--- config.mk ---
export PLATFORM = sky130hd
export DESIGN_NAME = sprite_rle_player_layer_decoder
export DESIGN_NICKNAME = d
export VERILOG_FILES = /design/src/rtl/core/srld_pkg.sv /design/src/rtl/core/srld_decode.sv /design/src/rtl/core/srld_emit.sv /design/src/rtl/core/sprite_rle_player_layer_decoder.sv
export SDC_FILE = /design/constraint.sdc
export NUM_CORES = 1
export LEC_CHECK = 0
export ABC_AREA = 0
export BUFFER_PORTS_ARGS = -buffer_cell sky130_fd_sc_hd__buf_2
export CAP_MARGIN = 20
export CORE_UTILIZATION = 61
export CTS_BUF_LIST = sky130_fd_sc_hd__clkbuf_8
export DETAILED_ROUTE_END_ITERATION = 8
export HOLD_SLACK_MARGIN = 0.12
export PLACE_DENSITY = 0.81
export SLEW_MARGIN = 20
export SYNTH_ARGS = -nofsm -noshare
export SYNTH_HDL_FRONTEND = slang
export SYNTH_SLANG_ARGS = --single-unit
--- constraint.sdc ---
create_clock -name clock -period 15.9 [get_ports clock]
set_input_delay 1.59 -clock clock [delete_from_list [all_inputs] [get_ports clock]]
set_output_delay 1.59 -clock clock [all_outputs]
set_load 0.01 [all_outputs]
--- src/rtl/core/srld_pkg.sv ---
// ----------------------------------------------------------------------------
// srld_pkg
// Shared types and codes of the run-length sprite decoder: command codes,
// decode phases, register indexes and the run descriptor passed from the
// byte decoder to the pixel emitter.
// ----------------------------------------------------------------------------
package srld_pkg;

   // Control byte layout: command in bits 7..6, count in bits 5..0
   localparam int CMD_W   = 2;
   localparam int COUNT_W = 6;

   localparam logic [CMD_W-1:0] CMD_TRANSPARENT = 2'd0;
   localparam logic [CMD_W-1:0] CMD_LITERAL     = 2'd1;
   localparam logic [CMD_W-1:0] CMD_PLAYER      = 2'd2;
   localparam logic [CMD_W-1:0] CMD_COLOUR      = 2'd3;

   // Register file
   localparam int CSR_INDEX_W = 2;
   localparam int CSR_DATA_W  = 11;
   localparam int DIM_W       = 11;

   localparam logic [CSR_INDEX_W-1:0] CSR_IMAGE_WIDTH      = 2'd0;
   localparam logic [CSR_INDEX_W-1:0] CSR_IMAGE_HEIGHT     = 2'd1;
   localparam logic [CSR_INDEX_W-1:0] CSR_TRANSPARENT_CODE = 2'd2;

   // Output field widths
   localparam int POS_W    = 10;
   localparam int COLOUR_W = 8;

   // Decode phase
   typedef enum logic [1:0] {
      PH_CONTROL = 2'd0,
      PH_LITERAL = 2'd1,
      PH_VALUE   = 2'd2,
      PH_SKIP    = 2'd3
   } phase_type;

   // One run of pixels on a single row
   typedef struct packed {
      logic [COUNT_W-1:0]  count;
      logic [POS_W-1:0]    x;
      logic [POS_W-1:0]    y;
      logic [COLOUR_W-1:0] colour;
      logic [COLOUR_W-1:0] shade;
      logic                done;
   } run_desc_type;

endpackage

--- src/rtl/core/srld_decode.sv ---
// ----------------------------------------------------------------------------
// srld_decode
// Byte decoder: holds the registers, the decode phase and the pixel
// position, and turns each transferred byte into one run descriptor.
// Position advances by the whole run at once (one add and compare).
// ----------------------------------------------------------------------------
module srld_decode #(
   parameter int MAX_WIDTH  = 1024,
   parameter int MAX_HEIGHT = 1024
) (
   input  logic                                clock,
   input  logic                                reset,
   input  logic                                csr_wr_en,
   input  logic [srld_pkg::CSR_INDEX_W-1:0]    csr_index,
   input  logic [srld_pkg::CSR_DATA_W-1:0]     csr_wr_data,
   input  logic                                byte_accept,
   input  logic [7:0]                          stream_byte,
   output srld_pkg::run_desc_type              run_desc,
   output logic                                frame_finished
);

   // Compare widths hold the dimension registers and MAX values
   localparam int WW = $clog2(MAX_WIDTH + 1);
   localparam int CW = (WW > srld_pkg::DIM_W) ? WW : srld_pkg::DIM_W;
   localparam int XW = $clog2(MAX_WIDTH);
   localparam int HW = $clog2(MAX_HEIGHT + 1);
   localparam int RW = (HW > srld_pkg::DIM_W) ? HW : srld_pkg::DIM_W;
   localparam int YW = $clog2(MAX_HEIGHT);

   // Registers
   logic [srld_pkg::DIM_W-1:0]    width_cfg_ff;
   logic [srld_pkg::DIM_W-1:0]    height_cfg_ff;
   logic [srld_pkg::COLOUR_W-1:0] tcode_ff;

   // Decode state
   srld_pkg::phase_type            phase_ff, phase_in;
   logic                           kind_player_ff, kind_player_in;
   logic [srld_pkg::COUNT_W-1:0]   remaining_ff, remaining_in;
   logic [XW-1:0]                  col_ff, col_in;
   logic [YW-1:0]                  row_ff, row_in;
   logic                           finished_ff, finished_in;

   // Datapath
   logic [CW-1:0]                  w_cfg, w_eff, col_ext, c0, avail, newcol;
   logic [RW-1:0]                  h_cfg, h_eff, r0, r0_next;
   logic                           wrap, out_of_rows, active, end_row, last_row;
   logic [srld_pkg::CMD_W-1:0]     cmd;
   logic [srld_pkg::COUNT_W-1:0]   cnt, run_req, run_n, rem_dec;
   logic [srld_pkg::COLOUR_W-1:0]  run_colour, run_shade;

   // Register writes
   always_ff @(posedge clock) begin
      if (reset) begin
         width_cfg_ff  <= srld_pkg::DIM_W'(1);
         height_cfg_ff <= srld_pkg::DIM_W'(1);
         tcode_ff      <= '0;
      end else if (csr_wr_en) begin
         unique case (csr_index)
            srld_pkg::CSR_IMAGE_WIDTH:      width_cfg_ff  <= csr_wr_data;
            srld_pkg::CSR_IMAGE_HEIGHT:     height_cfg_ff <= csr_wr_data;
            srld_pkg::CSR_TRANSPARENT_CODE: tcode_ff      <= csr_wr_data[7:0];
            default: ;
         endcase
      end
   end

   // Effective dimensions: zero acts as one, clamp at the maximum
   always_comb begin
      w_cfg = CW'(width_cfg_ff);
      h_cfg = RW'(height_cfg_ff);
      if (w_cfg == '0)                    w_eff = CW'(1);
      else if (w_cfg > CW'(MAX_WIDTH))    w_eff = CW'(MAX_WIDTH);
      else                                w_eff = w_cfg;
      if (h_cfg == '0)                    h_eff = RW'(1);
      else if (h_cfg > RW'(MAX_HEIGHT))   h_eff = RW'(MAX_HEIGHT);
      else                                h_eff = h_cfg;
   end

   // Position before the byte: wrap a column left beyond a shrunk width
   assign col_ext     = CW'(col_ff);
   assign wrap        = (col_ext >= w_eff);
   assign c0          = wrap ? '0 : col_ext;
   assign r0          = wrap ? (RW'(row_ff) + RW'(1)) : RW'(row_ff);
   assign out_of_rows = (r0 >= h_eff);
   assign active      = !finished_ff && !out_of_rows;
   assign avail       = w_eff - c0;

   assign cmd     = stream_byte[7:6];
   assign cnt     = stream_byte[5:0];
   assign rem_dec = remaining_ff - srld_pkg::COUNT_W'(1);

   // Run request for this byte (outputs of the phase machine)
   always_comb begin
      run_req    = '0;
      run_colour = tcode_ff;
      run_shade  = tcode_ff;
      unique case (phase_ff)
         srld_pkg::PH_LITERAL: begin
            run_req    = srld_pkg::COUNT_W'(1);
            run_colour = stream_byte;
         end
         srld_pkg::PH_VALUE: begin
            run_req = remaining_ff;
            if (kind_player_ff) run_shade  = stream_byte;
            else                run_colour = stream_byte;
         end
         srld_pkg::PH_CONTROL: begin
            if (cmd == srld_pkg::CMD_TRANSPARENT) run_req = cnt;
         end
         default: ;
      endcase
   end

   // Clip the run at the row end; advance the position by the run
   always_comb begin
      if (!active)                  run_n = '0;
      else if (CW'(run_req) < avail) run_n = run_req;
      else                          run_n = avail[srld_pkg::COUNT_W-1:0];
      newcol   = c0 + CW'(run_n);
      end_row  = (run_n != '0) && (newcol == w_eff);
      r0_next  = r0 + RW'(1);
      last_row = (r0_next >= h_eff);
   end

   // Next phase
   always_comb begin
      phase_in       = phase_ff;
      remaining_in   = remaining_ff;
      kind_player_in = kind_player_ff;
      if (active) begin
         unique case (phase_ff)
            srld_pkg::PH_CONTROL: begin
               priority if (cmd == srld_pkg::CMD_TRANSPARENT) begin
                  phase_in = srld_pkg::PH_CONTROL;
               end else if (cmd == srld_pkg::CMD_LITERAL) begin
                  if (cnt != '0) begin
                     phase_in     = srld_pkg::PH_LITERAL;
                     remaining_in = cnt;
                  end
               end else begin
                  phase_in       = srld_pkg::PH_VALUE;
                  kind_player_in = (cmd == srld_pkg::CMD_PLAYER);
                  remaining_in   = cnt;
               end
            end
            srld_pkg::PH_LITERAL: begin
               remaining_in = rem_dec;
               priority if (rem_dec == '0 || (end_row && last_row))
                  phase_in = srld_pkg::PH_CONTROL;
               else if (end_row)
                  phase_in = srld_pkg::PH_SKIP;
               else
                  phase_in = srld_pkg::PH_LITERAL;
            end
            srld_pkg::PH_VALUE: begin
               phase_in     = srld_pkg::PH_CONTROL;
               remaining_in = '0;
            end
            srld_pkg::PH_SKIP: begin
               remaining_in = rem_dec;
               if (rem_dec == '0) phase_in = srld_pkg::PH_CONTROL;
            end
            default: ;
         endcase
      end
   end

   // Next position and frame status
   always_comb begin
      col_in      = end_row ? '0 : newcol[XW-1:0];
      row_in      = (end_row && !last_row) ? r0_next[YW-1:0] : r0[YW-1:0];
      finished_in = out_of_rows || (end_row && last_row);
   end

   // State registers
   always_ff @(posedge clock) begin
      if (reset) begin
         phase_ff       <= srld_pkg::PH_CONTROL;
         kind_player_ff <= 1'b0;
         remaining_ff   <= '0;
         col_ff         <= '0;
         row_ff         <= '0;
         finished_ff    <= 1'b0;
      end else if (byte_accept && !finished_ff) begin
         phase_ff       <= phase_in;
         kind_player_ff <= kind_player_in;
         remaining_ff   <= remaining_in;
         col_ff         <= col_in;
         row_ff         <= row_in;
         finished_ff    <= finished_in;
      end
   end

   // Descriptor for the emitter
   always_comb begin
      run_desc.count  = run_n;
      run_desc.x      = c0[srld_pkg::POS_W-1:0];
      run_desc.y      = r0[srld_pkg::POS_W-1:0];
      run_desc.colour = run_colour;
      run_desc.shade  = run_shade;
      run_desc.done   = end_row && last_row;
   end

   assign frame_finished = finished_ff;

endmodule

--- src/rtl/core/srld_emit.sv ---
// ----------------------------------------------------------------------------
// srld_emit
// Pixel emitter: holds one run descriptor and sends its pixels, one per cycle
// while rsp does not stall, through the result register. A new run loads
// while the last pixel of the current one moves into the result register.
// ----------------------------------------------------------------------------
module srld_emit (
   input  logic                          clock,
   input  logic                          reset,
   input  logic                          run_load,
   input  srld_pkg::run_desc_type        run_desc,
   output logic                          run_ready,
   output logic                          rsp_valid,
   input  logic                          rsp_stall,
   output logic [srld_pkg::POS_W-1:0]    rsp_pixel_x,
   output logic [srld_pkg::POS_W-1:0]    rsp_pixel_y,
   output logic [srld_pkg::COLOUR_W-1:0] rsp_colour_index,
   output logic [srld_pkg::COLOUR_W-1:0] rsp_player_shade,
   output logic                          rsp_run_last,
   output logic                          rsp_image_done
);

   // Current run
   logic [srld_pkg::COUNT_W-1:0]  run_left_ff, run_left_in;
   logic [srld_pkg::POS_W-1:0]    run_x_ff, run_x_in;
   logic [srld_pkg::POS_W-1:0]    run_y_ff;
   logic [srld_pkg::COLOUR_W-1:0] run_colour_ff, run_shade_ff;
   logic                          run_done_ff;

   // Result register
   logic                          rsp_valid_ff;
   logic [srld_pkg::POS_W-1:0]    pix_x_ff, pix_y_ff;
   logic [srld_pkg::COLOUR_W-1:0] pix_colour_ff, pix_shade_ff;
   logic                          pix_last_ff, pix_done_ff;

   logic                          out_free, move, final_pixel;

   assign out_free    = !rsp_valid_ff || !rsp_stall;
   assign move        = (run_left_ff != '0) && out_free;
   assign final_pixel = (run_left_ff == srld_pkg::COUNT_W'(1));
   assign run_ready   = (run_left_ff == '0) || (final_pixel && out_free);

   // Run counter and column step
   always_comb begin
      run_left_in = run_left_ff;
      run_x_in    = run_x_ff;
      if (run_load) begin
         run_left_in = run_desc.count;
         run_x_in    = run_desc.x;
      end else if (move) begin
         run_left_in = run_left_ff - srld_pkg::COUNT_W'(1);
         run_x_in    = run_x_ff + srld_pkg::POS_W'(1);
      end
   end

   always_ff @(posedge clock) begin
      if (reset) begin
         run_left_ff <= '0;
      end else begin
         run_left_ff <= run_left_in;
      end
   end

   // Run payload
   always_ff @(posedge clock) begin
      run_x_ff <= run_x_in;
      if (run_load) begin
         run_y_ff      <= run_desc.y;
         run_colour_ff <= run_desc.colour;
         run_shade_ff  <= run_desc.shade;
         run_done_ff   <= run_desc.done;
      end
   end

   // Result valid
   always_ff @(posedge clock) begin
      if (reset) begin
         rsp_valid_ff <= 1'b0;
      end else if (move) begin
         rsp_valid_ff <= 1'b1;
      end else if (out_free) begin
         rsp_valid_ff <= 1'b0;
      end
   end

   // Result payload
   always_ff @(posedge clock) begin
      if (move) begin
         pix_x_ff      <= run_x_ff;
         pix_y_ff      <= run_y_ff;
         pix_colour_ff <= run_colour_ff;
         pix_shade_ff  <= run_shade_ff;
         pix_last_ff   <= final_pixel;
         pix_done_ff   <= run_done_ff && final_pixel;
      end
   end

   assign rsp_valid        = rsp_valid_ff;
   assign rsp_pixel_x      = pix_x_ff;
   assign rsp_pixel_y      = pix_y_ff;
   assign rsp_colour_index = pix_colour_ff;
   assign rsp_player_shade = pix_shade_ff;
   assign rsp_run_last     = pix_last_ff;
   assign rsp_image_done   = pix_done_ff;

endmodule

--- src/rtl/core/sprite_rle_player_layer_decoder.sv ---
// ----------------------------------------------------------------------------
// sprite_rle_player_layer_decoder
// Run-length sprite decoder with a player-colour layer. Takes the compressed
// byte stream and gives one pixel per transfer in raster order.
//
//   channel | ports                    | direction | carries
//   req     | req_valid/req_stall      | in        | stream_byte
//   rsp     | rsp_valid/rsp_stall      | out       | pixel, run_last, image_done
//   csr     | csr_wr_en/index/wr_data  | in        | register writes
//
// A byte is decoded in the cycle it transfers; its pixels follow through
// the emitter's run register and then the result register, one per cycle
// while rsp does not stall. Without rsp stalls, the pixel emitter sends one
// pixel per cycle and takes the next byte as its last pixel moves out.
// Bytes with no pixels transfer one per cycle. Reset is synchronous;
// registers return to width 1, height 1, code 0. A stall on rsp holds the
// result register; req stalls while the loaded run still has pixels
// waiting to move out.
// ----------------------------------------------------------------------------
module sprite_rle_player_layer_decoder #(
   parameter int MAX_WIDTH  = 1024,
   parameter int MAX_HEIGHT = 1024
) (
   input  logic                                clock,
   input  logic                                reset,
   // Configuration
   input  logic                                csr_wr_en,
   input  logic [srld_pkg::CSR_INDEX_W-1:0]    csr_index,
   input  logic [srld_pkg::CSR_DATA_W-1:0]     csr_wr_data,
   // Byte stream
   input  logic                                req_valid,
   output logic                                req_stall,
   input  logic [7:0]                          req_stream_byte,
   // Pixels
   output logic                                rsp_valid,
   input  logic                                rsp_stall,
   output logic [srld_pkg::POS_W-1:0]          rsp_pixel_x,
   output logic [srld_pkg::POS_W-1:0]          rsp_pixel_y,
   output logic [srld_pkg::COLOUR_W-1:0]       rsp_colour_index,
   output logic [srld_pkg::COLOUR_W-1:0]       rsp_player_shade,
   output logic                                rsp_run_last,
   output logic                                rsp_image_done
);

   srld_pkg::run_desc_type run_desc;
   logic                   run_ready;
   logic                   req_accept;
   logic                   frame_finished;

   assign req_stall  = !run_ready;
   assign req_accept = req_valid && run_ready;

   // Byte decoder
   srld_decode #(
      .MAX_WIDTH  (MAX_WIDTH),
      .MAX_HEIGHT (MAX_HEIGHT)
   ) u_decode (
      .clock          (clock),
      .reset          (reset),
      .csr_wr_en      (csr_wr_en),
      .csr_index      (csr_index),
      .csr_wr_data    (csr_wr_data),
      .byte_accept    (req_accept),
      .stream_byte    (req_stream_byte),
      .run_desc       (run_desc),
      .frame_finished (frame_finished)
   );

   // Pixel emitter
   srld_emit u_emit (
      .clock            (clock),
      .reset            (reset),
      .run_load         (req_accept),
      .run_desc         (run_desc),
      .run_ready        (run_ready),
      .rsp_valid        (rsp_valid),
      .rsp_stall        (rsp_stall),
      .rsp_pixel_x      (rsp_pixel_x),
      .rsp_pixel_y      (rsp_pixel_y),
      .rsp_colour_index (rsp_colour_index),
      .rsp_player_shade (rsp_player_shade),
      .rsp_run_last     (rsp_run_last),
      .rsp_image_done   (rsp_image_done)
   );

`ifndef SYNTHESIS
   // The final pixel always closes its run
   a_done_is_last: assert property (@(posedge clock) disable iff (reset)
      rsp_valid && rsp_image_done |-> rsp_run_last)
      else $error("image_done without run_last");

   // The final pixel can only come from a finished frame
   a_done_frame_finished: assert property (@(posedge clock) disable iff (reset)
      rsp_valid && rsp_image_done |-> frame_finished)
      else $error("image_done before frame finished");

   // Nothing follows the final pixel
   a_quiet_after_done: assert property (@(posedge clock) disable iff (reset)
      rsp_valid && !rsp_stall && rsp_image_done |=> !rsp_valid)
      else $error("pixel after end of image");
`endif

endmodule
Word-level counts from Yosys, hierarchy flattened
Index checks and enable logic that the tools add are counted.
{"block": "word_totals", "out_inout_bits": 40, "inputBits": 26, "wordCells": 121, "register_bits": 142}
{"block": "classes", "n_bitwise": 2, "n_mux": 33, "n_addsub": 7, "eq_ne": 13, "n_reduce_logical": 38, "magnitude_cmp": 6}
{"op": "two-way mux 11 bit", "count": 5}
{"op": "two-way mux 10 bit", "count": 5}
{"op": "two-way mux 6 bit", "count": 8}
{"op": "one-hot mux 6 bit (3 select lines)", "count": 2}
{"op": "two-way mux 8 bit", "count": 3}
{"op": ">= comparator 11 bit", "count": 2}
{"op": "greater-than comparator 11 bit (second input constant)", "count": 2}
{"op": "zero test 11 bit", "count": 2}
{"op": "nonzero test 6 bit", "count": 3}
{"op": "one-hot mux 8 bit (2 select lines)", "count": 1}
{"op": "zero test 6 bit", "count": 2}
{"op": "two-way mux 2 bit", "count": 6}
{"op": "subtractor 6 x 1 -> 6 bit (second input constant)", "count": 2}
{"op": "adder 10 x 1 -> 11 bit (second input constant)", "count": 1}
{"op": "adder 11 x 1 -> 11 bit (second input constant)", "count": 1}
{"op": "adder 11 x 6 -> 11 bit", "count": 1}
{"op": "== test 11 bit", "count": 1}
{"op": ">= comparator 10 x 11 -> 1 bit", "count": 1}
{"op": "< comparator 6 x 11 -> 1 bit", "count": 1}
{"op": "subtractor 11 bit", "count": 1}
{"op": "adder 10 x 1 -> 10 bit (second input constant)", "count": 1}
{"op": "logical AND 1 bit", "count": 9}
{"op": "== test 2 bit (second input constant)", "count": 4}
{"op": "one-hot mux 2 bit (4 select lines)", "count": 1}
{"op": "other kinds (16)", "count": 34}

Depth between registers and ports, before layout
Gate-level depths: netlist of the first run.
{"block": "depth", "word_depth": 16, "mapped_depth": 40, "mapped_depth_nobuf": 36}

Hierarchy
A second synthesis of the first run with hierarchy kept.
{"block": "unflattened", "hier_cells": 990, "area_unflattened_um2": 9190.1}
{"mod": "srld_decode", "cells_per_inst": 813, "area_per_inst_um2": 6179.7, "seq_area_each_um2": 1201.2, "instances": 1}
{"mod": "srld_emit", "cells_per_inst": 175, "area_per_inst_um2": 3000.4, "seq_area_each_um2": 2392.3, "instances": 1}
{"mod": "sprite_rle_player_layer_decoder", "cells_per_inst": 2, "area_per_inst_um2": 10.0, "seq_area_each_um2": 0.0, "instances": 1}

Worst setup path after synthesis of the first run
OpenSTA, ideal clock, no wires.
{"block": "synth_path", "kind": "register to register", "from": "register u_decode.width_cfg_ff (netlist bit u_decode.w_cfg[10])", "to": "register u_decode.row_ff[3]", "setup_slack_ps": 7756, "arrival_ps": 8021, "stages_incl_launch_ff": 39, "n_path_buf": 5, "required_time_ps": 15777, "period_less_slack_ps": 8144, "setup_time_ps": 123, "cell_sequence": "dfxtp_1 -> inv_1 -> buf_2 -> nand2_1 -> ha_1 -> a21o_1 -> a21oi_1 -> a2bb2oi_2 -> and2_0 -> clkbuf_1 -> clkbuf_1 -> nand2_1 -> ha_1 -> buf_6 -> a21o_4 -> a31oi_2 -> a21oi_1 -> nor2_1 -> (+3 left out) -> a22oi_1 -> o21ai_0 -> or3_4 -> or3_1 -> buf_6 -> mux2_2 -> nor2_1 -> ha_1 -> fa_1 -> a21o_1 -> and4_1 -> o21ai_0 -> mux2i_1 -> o221a_2 -> and4bb_1 -> o2111ai_2 -> o31ai_1 -> mux2_1"}
{"block": "synth_between", "elab_chain_len": 14, "word_cells_on_any_way": 23, "classes_between": "3 x add/sub; 5 x order compare; 1 x eq/ne; 7 x mux; 7 x reduce/logical"}
{"item": "from (decl)", "line": "srld_decode.sv:31", "rtl": "logic [srld_pkg::DIM_W-1:0] width_cfg_ff;"}
{"item": "from (signal assigned)", "line": "srld_decode.sv:54", "rtl": "width_cfg_ff <= srld_pkg::DIM_W'(1);"}
{"item": "from (signal assigned)", "line": "srld_decode.sv:59", "rtl": "srld_pkg::CSR_IMAGE_WIDTH: width_cfg_ff <= csr_wr_data;"}
{"item": "greater-than comparator 11 bit", "line": "srld_decode.sv:72", "rtl": "else if (w_cfg > CW'(MAX_WIDTH)) w_eff = CW'(MAX_WIDTH);"}
{"item": "two-way mux 11 bit", "line": "srld_decode.sv:72"}
{"item": "two-way mux 11 bit *", "line": "srld_decode.sv:71", "rtl": "if (w_cfg == '0) w_eff = CW'(1);"}
{"item": ">= comparator 10 x 11 -> 1 bit", "line": "srld_decode.sv:81", "rtl": "assign wrap = (col_ext >= w_eff);"}
{"item": "two-way mux 10 bit or two-way mux 11 bit (tied branches)", "line": "srld_decode.sv:82, srld_decode.sv:83"}
{"item": "subtractor 11 bit or >= comparator 11 bit (tied branches)", "line": "srld_decode.sv:86, srld_decode.sv:84"}
{"item": "< comparator 6 x 11 -> 1 bit or zero test 1 bit (tied branches)", "line": "srld_decode.sv:117, srld_decode.sv:85"}
{"item": "two-way mux 6 bit or logical AND 1 bit (tied branches)", "line": "srld_decode.sv:117, srld_decode.sv:85"}
{"item": "two-way mux 6 bit", "line": "srld_decode.sv:116", "rtl": "if (!active) run_n = '0;"}
{"item": "adder 11 x 6 -> 11 bit", "line": "srld_decode.sv:119", "rtl": "newcol = c0 + CW'(run_n);"}
{"item": "== test 11 bit", "line": "srld_decode.sv:120", "rtl": "end_row = (run_n != '0) && (newcol == w_eff);"}
{"item": "logical AND 1 bit", "line": "srld_decode.sv:120"}
{"item": "logical AND 1 bit", "line": "srld_decode.sv:171", "rtl": "row_in = (end_row && !last_row) ? r0_next[YW-1:0] : r0[YW-1:0];"}
{"item": "two-way mux 10 bit *", "line": "srld_decode.sv:171"}
{"item": "to (signal assigned)", "line": "srld_decode.sv:189", "rtl": "row_ff <= row_in;"}
{"item": "to (decl)", "line": "srld_decode.sv:40", "rtl": "logic [YW-1:0] row_ff, row_in;"}
Mark *: on every way between the ends. The rest lies on a longest branch, timed or not.
A chain may end at the register's enable or synchronous reset.

Worst setup path in the final report of the first run
{"block": "layout_path", "from": "register u_decode.width_cfg_ff (netlist bit u_decode.w_cfg[10])", "to": "register u_decode.row_ff[4]"}
The elaborated chain is that of the path after synthesis.

==> results by group, run 1 <==
Status
  – Status: finished clean

GRT
  – Congestion Overflow GR: 0
  – GRT Util Overall: 30.09%
  – Initial antenna violation count: 1
  – Number of global-route vias before repair: 6840
  – Global-route wire length before repair: 34830 um
  – Largest net degree at the start of global routing: 67

Clock tree
  – # clock sinks: 142
  – Post-CTS setup buffer count: 0
  – CTS buffer count: 17
  – Worst-Skew Late Latency: 460 ps
  – H-tree Lvls: 4
  – Clock transition at path regs: 90 ps
  – Worst-case clock buffer depth: 2
  – Cts hold-fix bufs: 0
  – CTS tree: done
  – Post-CTS sizing: 0
  – Clk root buf: clkbuf_8

Power and ir drop
  – Leakage power total: 4.129 nW
  – Pwr/cell area: 143.2 mW/mm^2
  – Max IR drop VDD: 0.00006688 V

Die
  – Top Ports: 66
  – Die area: 0.01513 mm^2
  – Core Footprint: 0.01410 mm^2
  – Vert. Die Dim: 123.0 um
  – Row count: 43
  – Die width: 123.0 um
  – Initial core utilization: 63.38%

Setup path
  – Crit path DAT: 10540 ps
  – Crit path kind: flip-flop to flip-flop
  – CP Capture Type: flip-flop
  – CP startpoint kind: flip-flop
  – CP Max Fanout: 17
  – Most used cell, CP: ha_1
  – Cell at the slowest stage of the critical path: and2_0
  – Slowest cell delay on critical path: 830 ps
  – Data required time of the worst path: 16250 ps

Placement
  – Port Buffer Count: 65
  – GP Congestion: 0.9538
  – Placed Cells: 1157
  – Area after DPL: 0.009341 mm^2
  – Detail Placement HPWL: 16240 um

Logic synthesis
  – Synth area leader: edfxtp_1
  – Net Count, Synth: 1041
  – Syn Std Cell Area: 0.008934 mm^2
  – Avg Synthesized Cell Area: 9.424 um^2
  – Sequential-to-total area share from yosys stat: 40.22%
  – Synth Flop Type: edfxtp_1
  – Post-synth EDFFs: 75
  – Synth top area share: 25.21%
  – Post-synthesis register bit count: 142
  – Ys async rst share: 0%
  – Unique cell type count in the Yosys netlist: 84
  – Syn. warnings: 0
  – Largest cells by area after synthesis: edfxtp_1 25%, dfxtp_1 15%, ha_1 9.1%, nand2_1 4.6%, nor2_1 3.4%
  – Synthesized instance count: 948

Finish
  – Commonest non-fill, non-tap cell in the layout: nand2_1
  – Commonest cells after routing, fill and taps aside: 110 x nand2_1, 82 x nor2_1, 75 x edfxtp_1
  – Post-route cell area: 0.009738 mm^2
  – Area growth from synthesis to layout: 9.006%
  – Area taken by multi-input logic gates: 0.004990 mm^2
  – Layout cells sized above 1: 12.88%
  – Finished Layout Cells: 1189
  – Area taken by flip-flops and latches: 0.003593 mm^2
  – Fin nets: 1089
  – Fillers: 1123
  – Ant. Diodes: 0

Drt
  – Pre-antenna DRT Iters: 5
  – Vias: 7541
  – DRC: 0
  – Vias per cell: 6.342
  – Antenna Violating Nets Remaining: 0
  – Final wirelength: 21930 um
  – Initial DRC Count: 649
  – WL per Instance: 18.44 um

STA
  – Crit share post-route: 64.10%
  – Final Hold Fails: 0
  – Clk_skew: 10.63 ps
  – Final slew viol count: 0
  – Post-layout min period: 10190 ps
  – RSZ-0062 raised after global routing: false
  – Max_slew headroom: 34.60%
  – FMAX: 0.09811 GHz
  – Sum Neg Setup Slack: 0 ps
  – Worst-Margin Slew: 980.4 ps
  – # setup viols final: 0

Min path
  – Class of the worst hold path: flip-flop to flip-flop

Run
  – Max capacitance violation total: 0
## worst max-delay path: cells and delay by family, from the launching register on
kind            cells  cell delay, ps
simple gates        8            2690
mux                 1             350
compound gates     17            4690
flops               1             620
fa+ha+maj           4            1350
buf+inv             2             360
## synthesized netlist by cell type, types with 4 or more instances
cell	count
o21a_1	9
a21oi_1	59
buf_2	7
dfxtp_1	67
nor2_1	82
nor3_1	13
edfxtp_1	75
o31ai_1	7
o21ai_0	29
a211oi_1	15
o211ai_1	11
a2bb2oi_1	5
or3_1	20
mux2i_1	26
nand2_1	110
a21o_1	14
nand3_1	29
nand3b_1	6
xor2_1	17
o311ai_1	4
inv_1	42
xnor2_1	26
a22oi_1	7
clkbuf_1	28
mux2_2	10
a31oi_1	7
o2111ai_1	4
ha_1	65
and3_1	12
nor4_1	13
nor2b_1	9
o211a_1	4
nand2b_1	10
a211o_1	4
nor3b_1	8
a22o_1	8
nand4_1	6
## worst paths after layout
check / slack (ps) / cells after the start / startpoint / to
min reg2reg: 420 / 0 / u_emit.run_colour_ff[2] / u_emit.rsp_colour_index[2]
max: 5710 / 32 / u_decode.w_cfg[10] / u_decode.row_ff[4]
max reg2reg: 5710 / 32 / u_decode.w_cfg[10] / u_decode.row_ff[4]
min: 420 / 0 / u_emit.run_colour_ff[2] / u_emit.rsp_colour_index[2]
## logic make-up after synthesis
group	synth area share (%)
multiplexers	4.804
XOR/XNOR	4.720
adder cells (fa/ha/maj)	9.552
flip-flops	40.22
AO/OA/AOI/OAI	17.53
AND/OR/NAND/NOR	19.12
buffers and inverters	4.047
## metal layers
metal | share of wire (%) | vias to the layer above | GRT usage, %
met5 | 0 | - | 0
met4 | 3.4 | 0 | 14.31
met3 | 6.7 | 71 | 5.627
met2 | 46 | 314 | 46.35
met1 | 44 | 3565 | 40.79
li1 | - | 3591 | -
## layout make-up
type / instances / share of cell area, %
Clock buffer: 17 / 2.403
Multi-Input combinational cell: 720 / 51.24
Clock inverter: 15 / 1.606
Timing Repair Buffer: 72 / 3.880
Sequential cell: 142 / 36.90
Tap cell: 180 / 2.313
Inverter: 43 / 1.657
## registers in the layout, indices dropped and copies added (netlist names), 2 cells and up
name / flops
u_decode.col_ff: 10
u_decode.h_cfg: 11
u_decode.phase_ff: 2
u_decode.remaining_ff: 6
u_decode.row_ff: 10
u_decode.tcode_ff: 8
u_decode.w_cfg: 11
u_emit.rsp_colour_index: 8
u_emit.rsp_pixel_x: 10
u_emit.rsp_pixel_y: 10
u_emit.rsp_player_shade: 8
u_emit.run_colour_ff: 8
u_emit.run_left_ff: 6
u_emit.run_shade_ff: 8
u_emit.run_x_ff: 10
u_emit.run_y_ff: 10
## report_power, final
part	internal (mW)	leakage, nW	total, mW	switching, mW
registers	0.534	1.29	0.585	0.0518
logic	0.192	2.65	0.529	0.337
clock network	0.129	0.192	0.280	0.151
total	0.854	4.13	1.39	0.541
## through the flow
step,total power [mW],setup slack [ps],hold WS (ps),util [%]
after floorplan,0.9495,7756,400.3,-
after global placement,1.099,6205,401.8,66.27
after detailed placement,1.113,5895,404.5,66.27
after CTS,1.392,5856,422.1,69.04
after global routing,1.480,4994,433.1,69.08
final,1.394,5708,424.1,69.08
Power figures use the tool's default switching activity.
==> run 2: changes to the inputs <==
--- a/config.mk
+++ b/config.mk
@@ -5,7 +5,7 @@
 export SDC_FILE = /design/constraint.sdc
 export NUM_CORES = 1
 export LEC_CHECK = 0
-export ABC_AREA = 0
+export ABC_AREA = 1
 export BUFFER_PORTS_ARGS = -buffer_cell sky130_fd_sc_hd__buf_2
 export CAP_MARGIN = 20
 export CORE_UTILIZATION = 61
==> constraint.sdc (replaced) <==
create_clock -name clock -period 9.8 [get_ports clock]
set_input_delay 0.98 -clock clock [delete_from_list [all_inputs] [get_ports clock]]
set_output_delay 0.98 -clock clock [all_outputs]
set_load 0.01 [all_outputs]
==> run 2 against run 1 <==
- register-to-register slack lost 3400 ps
- total power is 120% higher
- combinational power rose to 2.9 times the previous value
- wire length is 2.9% higher
- maximum frequency grew 35%
- critical path depth up 16
- worst hold slack got worse by 6.5 ps
- non-clock buffer count shrank 4
==> results by group, run 2 <==
Status
  – Status: finished clean (unchanged)

Clock tree
  – # clock sinks: 142 (unchanged)
  – CTS tree: done (unchanged)
  – Post-CTS setup buffer count: 0 (unchanged)
  – CTS buffer count: 17 (unchanged)
  – Cts hold-fix bufs: 0 (unchanged)
  – Worst-Skew Late Latency: 470 ps (was 460 ps)
  – Clk root buf: clkbuf_8 (unchanged)
  – H-tree Lvls: 4 (unchanged)
  – Clock transition at path regs: 100 ps (was 90 ps)
  – Worst-case clock buffer depth: 2 (unchanged)
  – Post-CTS sizing: 0 (unchanged)

Logic synthesis
  – Syn Std Cell Area: 0.008897 mm^2 (was 0.008934 mm^2)
  – Unique cell type count in the Yosys netlist: 50 (was 84)
  – Ys async rst share: 0% (unchanged)
  – Post-synthesis register bit count: 142 (unchanged)
  – Sequential-to-total area share from yosys stat: 40.39% (was 40.22%)
  – Synth area leader: edfxtp_1 (unchanged)
  – Post-synth EDFFs: 75 (unchanged)
  – Most frequent cell after synthesis: nand2_1 (unchanged)
  – Synth top area share: 25.31% (was 25.21%)
  – Avg Synthesized Cell Area: 7.592 um^2 (was 9.424 um^2)
  – Largest cells by area after synthesis: edfxtp_1 25%, dfxtp_1 15%, nand2_1 13%, ha_1 9.1%, inv_1 6.8% (was edfxtp_1 25%, dfxtp_1 15%, ha_1 9.1%, nand2_1 4.6%, nor2_1 3.4%)
  – Net Count, Synth: 1265 (was 1041)
  – Synthesized instance count: 1172 (was 948)
  – Syn. warnings: 0 (unchanged)
  – Synth Flop Type: edfxtp_1 (unchanged)
  – Synth cell count leaders: 303 x nand2_1, 161 x inv_1, 103 x nor2_1, 77 x nand3_1, 75 x edfxtp_1 (was 110 x nand2_1, 82 x nor2_1, 75 x edfxtp_1, 67 x dfxtp_1, 65 x ha_1)

STA
  – FMAX: 0.1329 GHz (was 0.09811 GHz)
  – Clk_skew: 16.65 ps (was 10.63 ps)
  – RSZ-0062 raised after global routing: false (unchanged)
  – Sum Neg Setup Slack: 0 ps (unchanged)
  – Post-layout min period: 7527 ps (was 10190 ps)
  – Final Hold Fails: 0 (unchanged)
  – Max_slew headroom: 28.98% (was 34.60%)
  – Worst-Margin Slew: 1064 ps (was 980.4 ps)
  – Crit share post-route: 76.80% (was 64.10%)
  – # setup viols final: 0 (unchanged)
  – Crit path setup slack, layout: 2273 ps (was 5708 ps)
  – Final slew viol count: 0 (unchanged)

Min path
  – Class of the worst hold path: flip-flop to flip-flop (unchanged)

Power and ir drop
  – Max IR drop VDD: 0.0001555 V (was 0.00006688 V)
  – Leakage power total: 4.617 nW (was 4.129 nW)
  – Pwr/cell area: 310.0 mW/mm^2 (was 143.2 mW/mm^2)

Drt
  – Vias: 8199 (was 7541)
  – DRC: 0 (unchanged)
  – WL per Instance: 15.81 um (was 18.44 um)
  – Antenna Violating Nets Remaining: 0 (unchanged)
  – Final wirelength: 22560 um (was 21930 um)
  – Initial DRC Count: 798 (was 649)
  – Vias per cell: 5.746 (was 6.342)
  – Pre-antenna DRT Iters: 5 (unchanged)

Setup path
  – Cell at the slowest stage of the critical path: fa_1 (was and2_0)
  – CP startpoint kind: flip-flop (unchanged)
  – Worst path depth: 48 (was 32)
  – CP Max Fanout: 23 (was 17)
  – Most used cell, CP: nand2_1 (was ha_1)
  – Crit path kind: flip-flop to flip-flop (unchanged)
  – Critical Path Start: u_decode.w_cfg[4] (was u_decode.w_cfg[10])
  – RR Endpoint: u_decode.row_ff[0] (was u_decode.row_ff[4])
  – Worst Reg-to-Reg Cells: 48 (was 32)
  – Reg2Reg Setup Slack: 2270 ps (was 5710 ps)
  – Critical R2R Launch: u_decode.w_cfg[4] (was u_decode.w_cfg[10])
  – Critical Path End: u_decode.row_ff[0] (was u_decode.row_ff[4])
  – Data required time of the worst path: 10170 ps (was 16250 ps)
  – Slowest cell delay on critical path: 450 ps (was 830 ps)
  – CP Capture Type: flip-flop (unchanged)
  – Cell family with most CP delay: simple AND/OR/NAND/NOR gates (was compound AO/OA/AOI/OAI gates)
  – Crit path DAT: 7900 ps (was 10540 ps)
  – Buffers & Inverters on Critical Path: 7 (was 2)

Finish
  – Fin nets: 1327 (was 1089)
  – Commonest non-fill, non-tap cell in the layout: nand2_1 (unchanged)
  – Ant. Diodes: 0 (unchanged)
  – Commonest cells after routing, fill and taps aside: 303 x nand2_1, 161 x inv_1, 103 x nor2_1 (was 110 x nand2_1, 82 x nor2_1, 75 x edfxtp_1)
  – Fillers: 1132 (was 1123)
  – Finished Layout Cells: 1427 (was 1189)
  – Area growth from synthesis to layout: 10.03% (was 9.006%)
  – Layout cells sized above 1: 10.67% (was 12.88%)

Die
  – Top Ports: 66 (unchanged)
  – Row count: 43 (unchanged)
  – Die width: 122.8 um (was 123.0 um)
  – Initial core utilization: 63.36% (was 63.38%)
  – Core Footprint: 0.01404 mm^2 (was 0.01410 mm^2)
  – Vert. Die Dim: 122.8 um (was 123.0 um)
  – Die area: 0.01507 mm^2 (was 0.01513 mm^2)

Run
  – Max capacitance violation total: 0 (unchanged)

Placement
  – Placed Cells: 1395 (was 1157)
  – Detail Placement HPWL: 16980 um (was 16240 um)
  – Port Buffer Count: 65 (unchanged)
  – GP Congestion: 0.9679 (was 0.9538)
  – Setup slack at placement: 2362 ps (was 5895 ps)

GRT
  – Global-route wire length before repair: 36350 um (was 34830 um)
  – Largest net degree at the start of global routing: 45 (was 67)
  – Initial antenna violation count: 0 (was 1)
  – Congestion Overflow GR: 0 (unchanged)
  – Number of global-route vias before repair: 7612 (was 6840)
  – GRT Util Overall: 31.51% (was 30.09%)
## run 2: changes by cell type after synthesis, moves of 12 or more
| cell | before | now |
|---|---|---|
| xnor2_1 | 26 | 8 |
| or3_1 | 20 | 0 |
| o21ai_0 | 29 | 73 |
| nand3_1 | 29 | 77 |
| nand2_1 | 110 | 303 |
| inv_1 | 42 | 161 |
| nor2_1 | 82 | 103 |
| mux2i_1 | 26 | 0 |
| nand4_1 | 6 | 26 |
| a21o_1 | 14 | 0 |
| a21oi_1 | 59 | 71 |
| a211oi_1 | 15 | 1 |
## run 2: worst min path at each step
stage | start | endpoint | cells past startpoint
6_report | u_emit.run_colour_ff[5] | u_emit.rsp_colour_index[5] | 0
5_1_grt | u_emit.run_shade_ff[6] | u_emit.rsp_player_shade[6] | 0
4_1_cts | u_emit.run_colour_ff[5] | u_emit.rsp_colour_index[5] | 0
3_5_place_dp | u_emit.run_colour_ff[5] | u_emit.rsp_colour_index[5] | 0
3_3_place_gp | u_emit.run_y_ff[0] | u_emit.rsp_pixel_y[0] | 0
2_1_floorplan | u_emit.run_colour_ff[0] | u_emit.rsp_colour_index[0] | 0
## run 2: final cells by class
cell class | instances | area, um^2 | area share (%)
Clock buffer | 17 | 234.0 | 2.390
Clock inverter | 15 | 200.2 | 2.045
Inverter | 174 | 653.1 | 6.672
Multi-Input combinational cell | 831 | 4536 | 46.33
Sequential cell | 142 | 3593 | 36.71
Tap cell | 180 | 225.2 | 2.301
Timing Repair Buffer | 68 | 347.8 | 3.553
## run 2: metrics by stage
step / cell area [um^2] / util (%) / hold WS, ps / power, mW
after global routing: 9789 / 69.71 / 422.8 / 3.259
after global placement: 9355 / 66.62 / 401.8 / 2.439
after floorplan: 8897 / - / 400.3 / 2.075
final: 9789 / 69.71 / 417.7 / 3.034
after detailed placement: 9355 / 66.62 / 404.5 / 2.488
after CTS: 9789 / 69.71 / 418.3 / 3.013
## run 2: report_power, final
part | leakage, nW | internal [mW] | switching, mW
sequential | 1.29 | 0.892 | 0.0862
clock | 0.220 | 0.262 | 0.261
combinational | 3.11 | 0.475 | 1.06
## run 2: layer usage
metal / track usage [%] / vias up / wire, um
li1: - / 4003 / -
met2: 52.60 / 381 / 10610
met1: 39.21 / 3745 / 9542
met4: 13.11 / 0 / 667
met3: 6.970 / 70 / 1733
met5: 0 / - / 0
## run 2: logic make-up (layout without fill, tap and decap cells)
kind of cell             after synthesis  after routing  share of synthesized area [%]
adder cells (fa/ha/maj)               67             67                          9.591
AND/OR/NAND/NOR                      552            552                          26.97
buffers and inverters                199            274                          8.634
XOR/XNOR                              27             27                          2.658
flip-flops                           142            142                          40.39
AO/OA/AOI/OAI                        185            185                          11.76
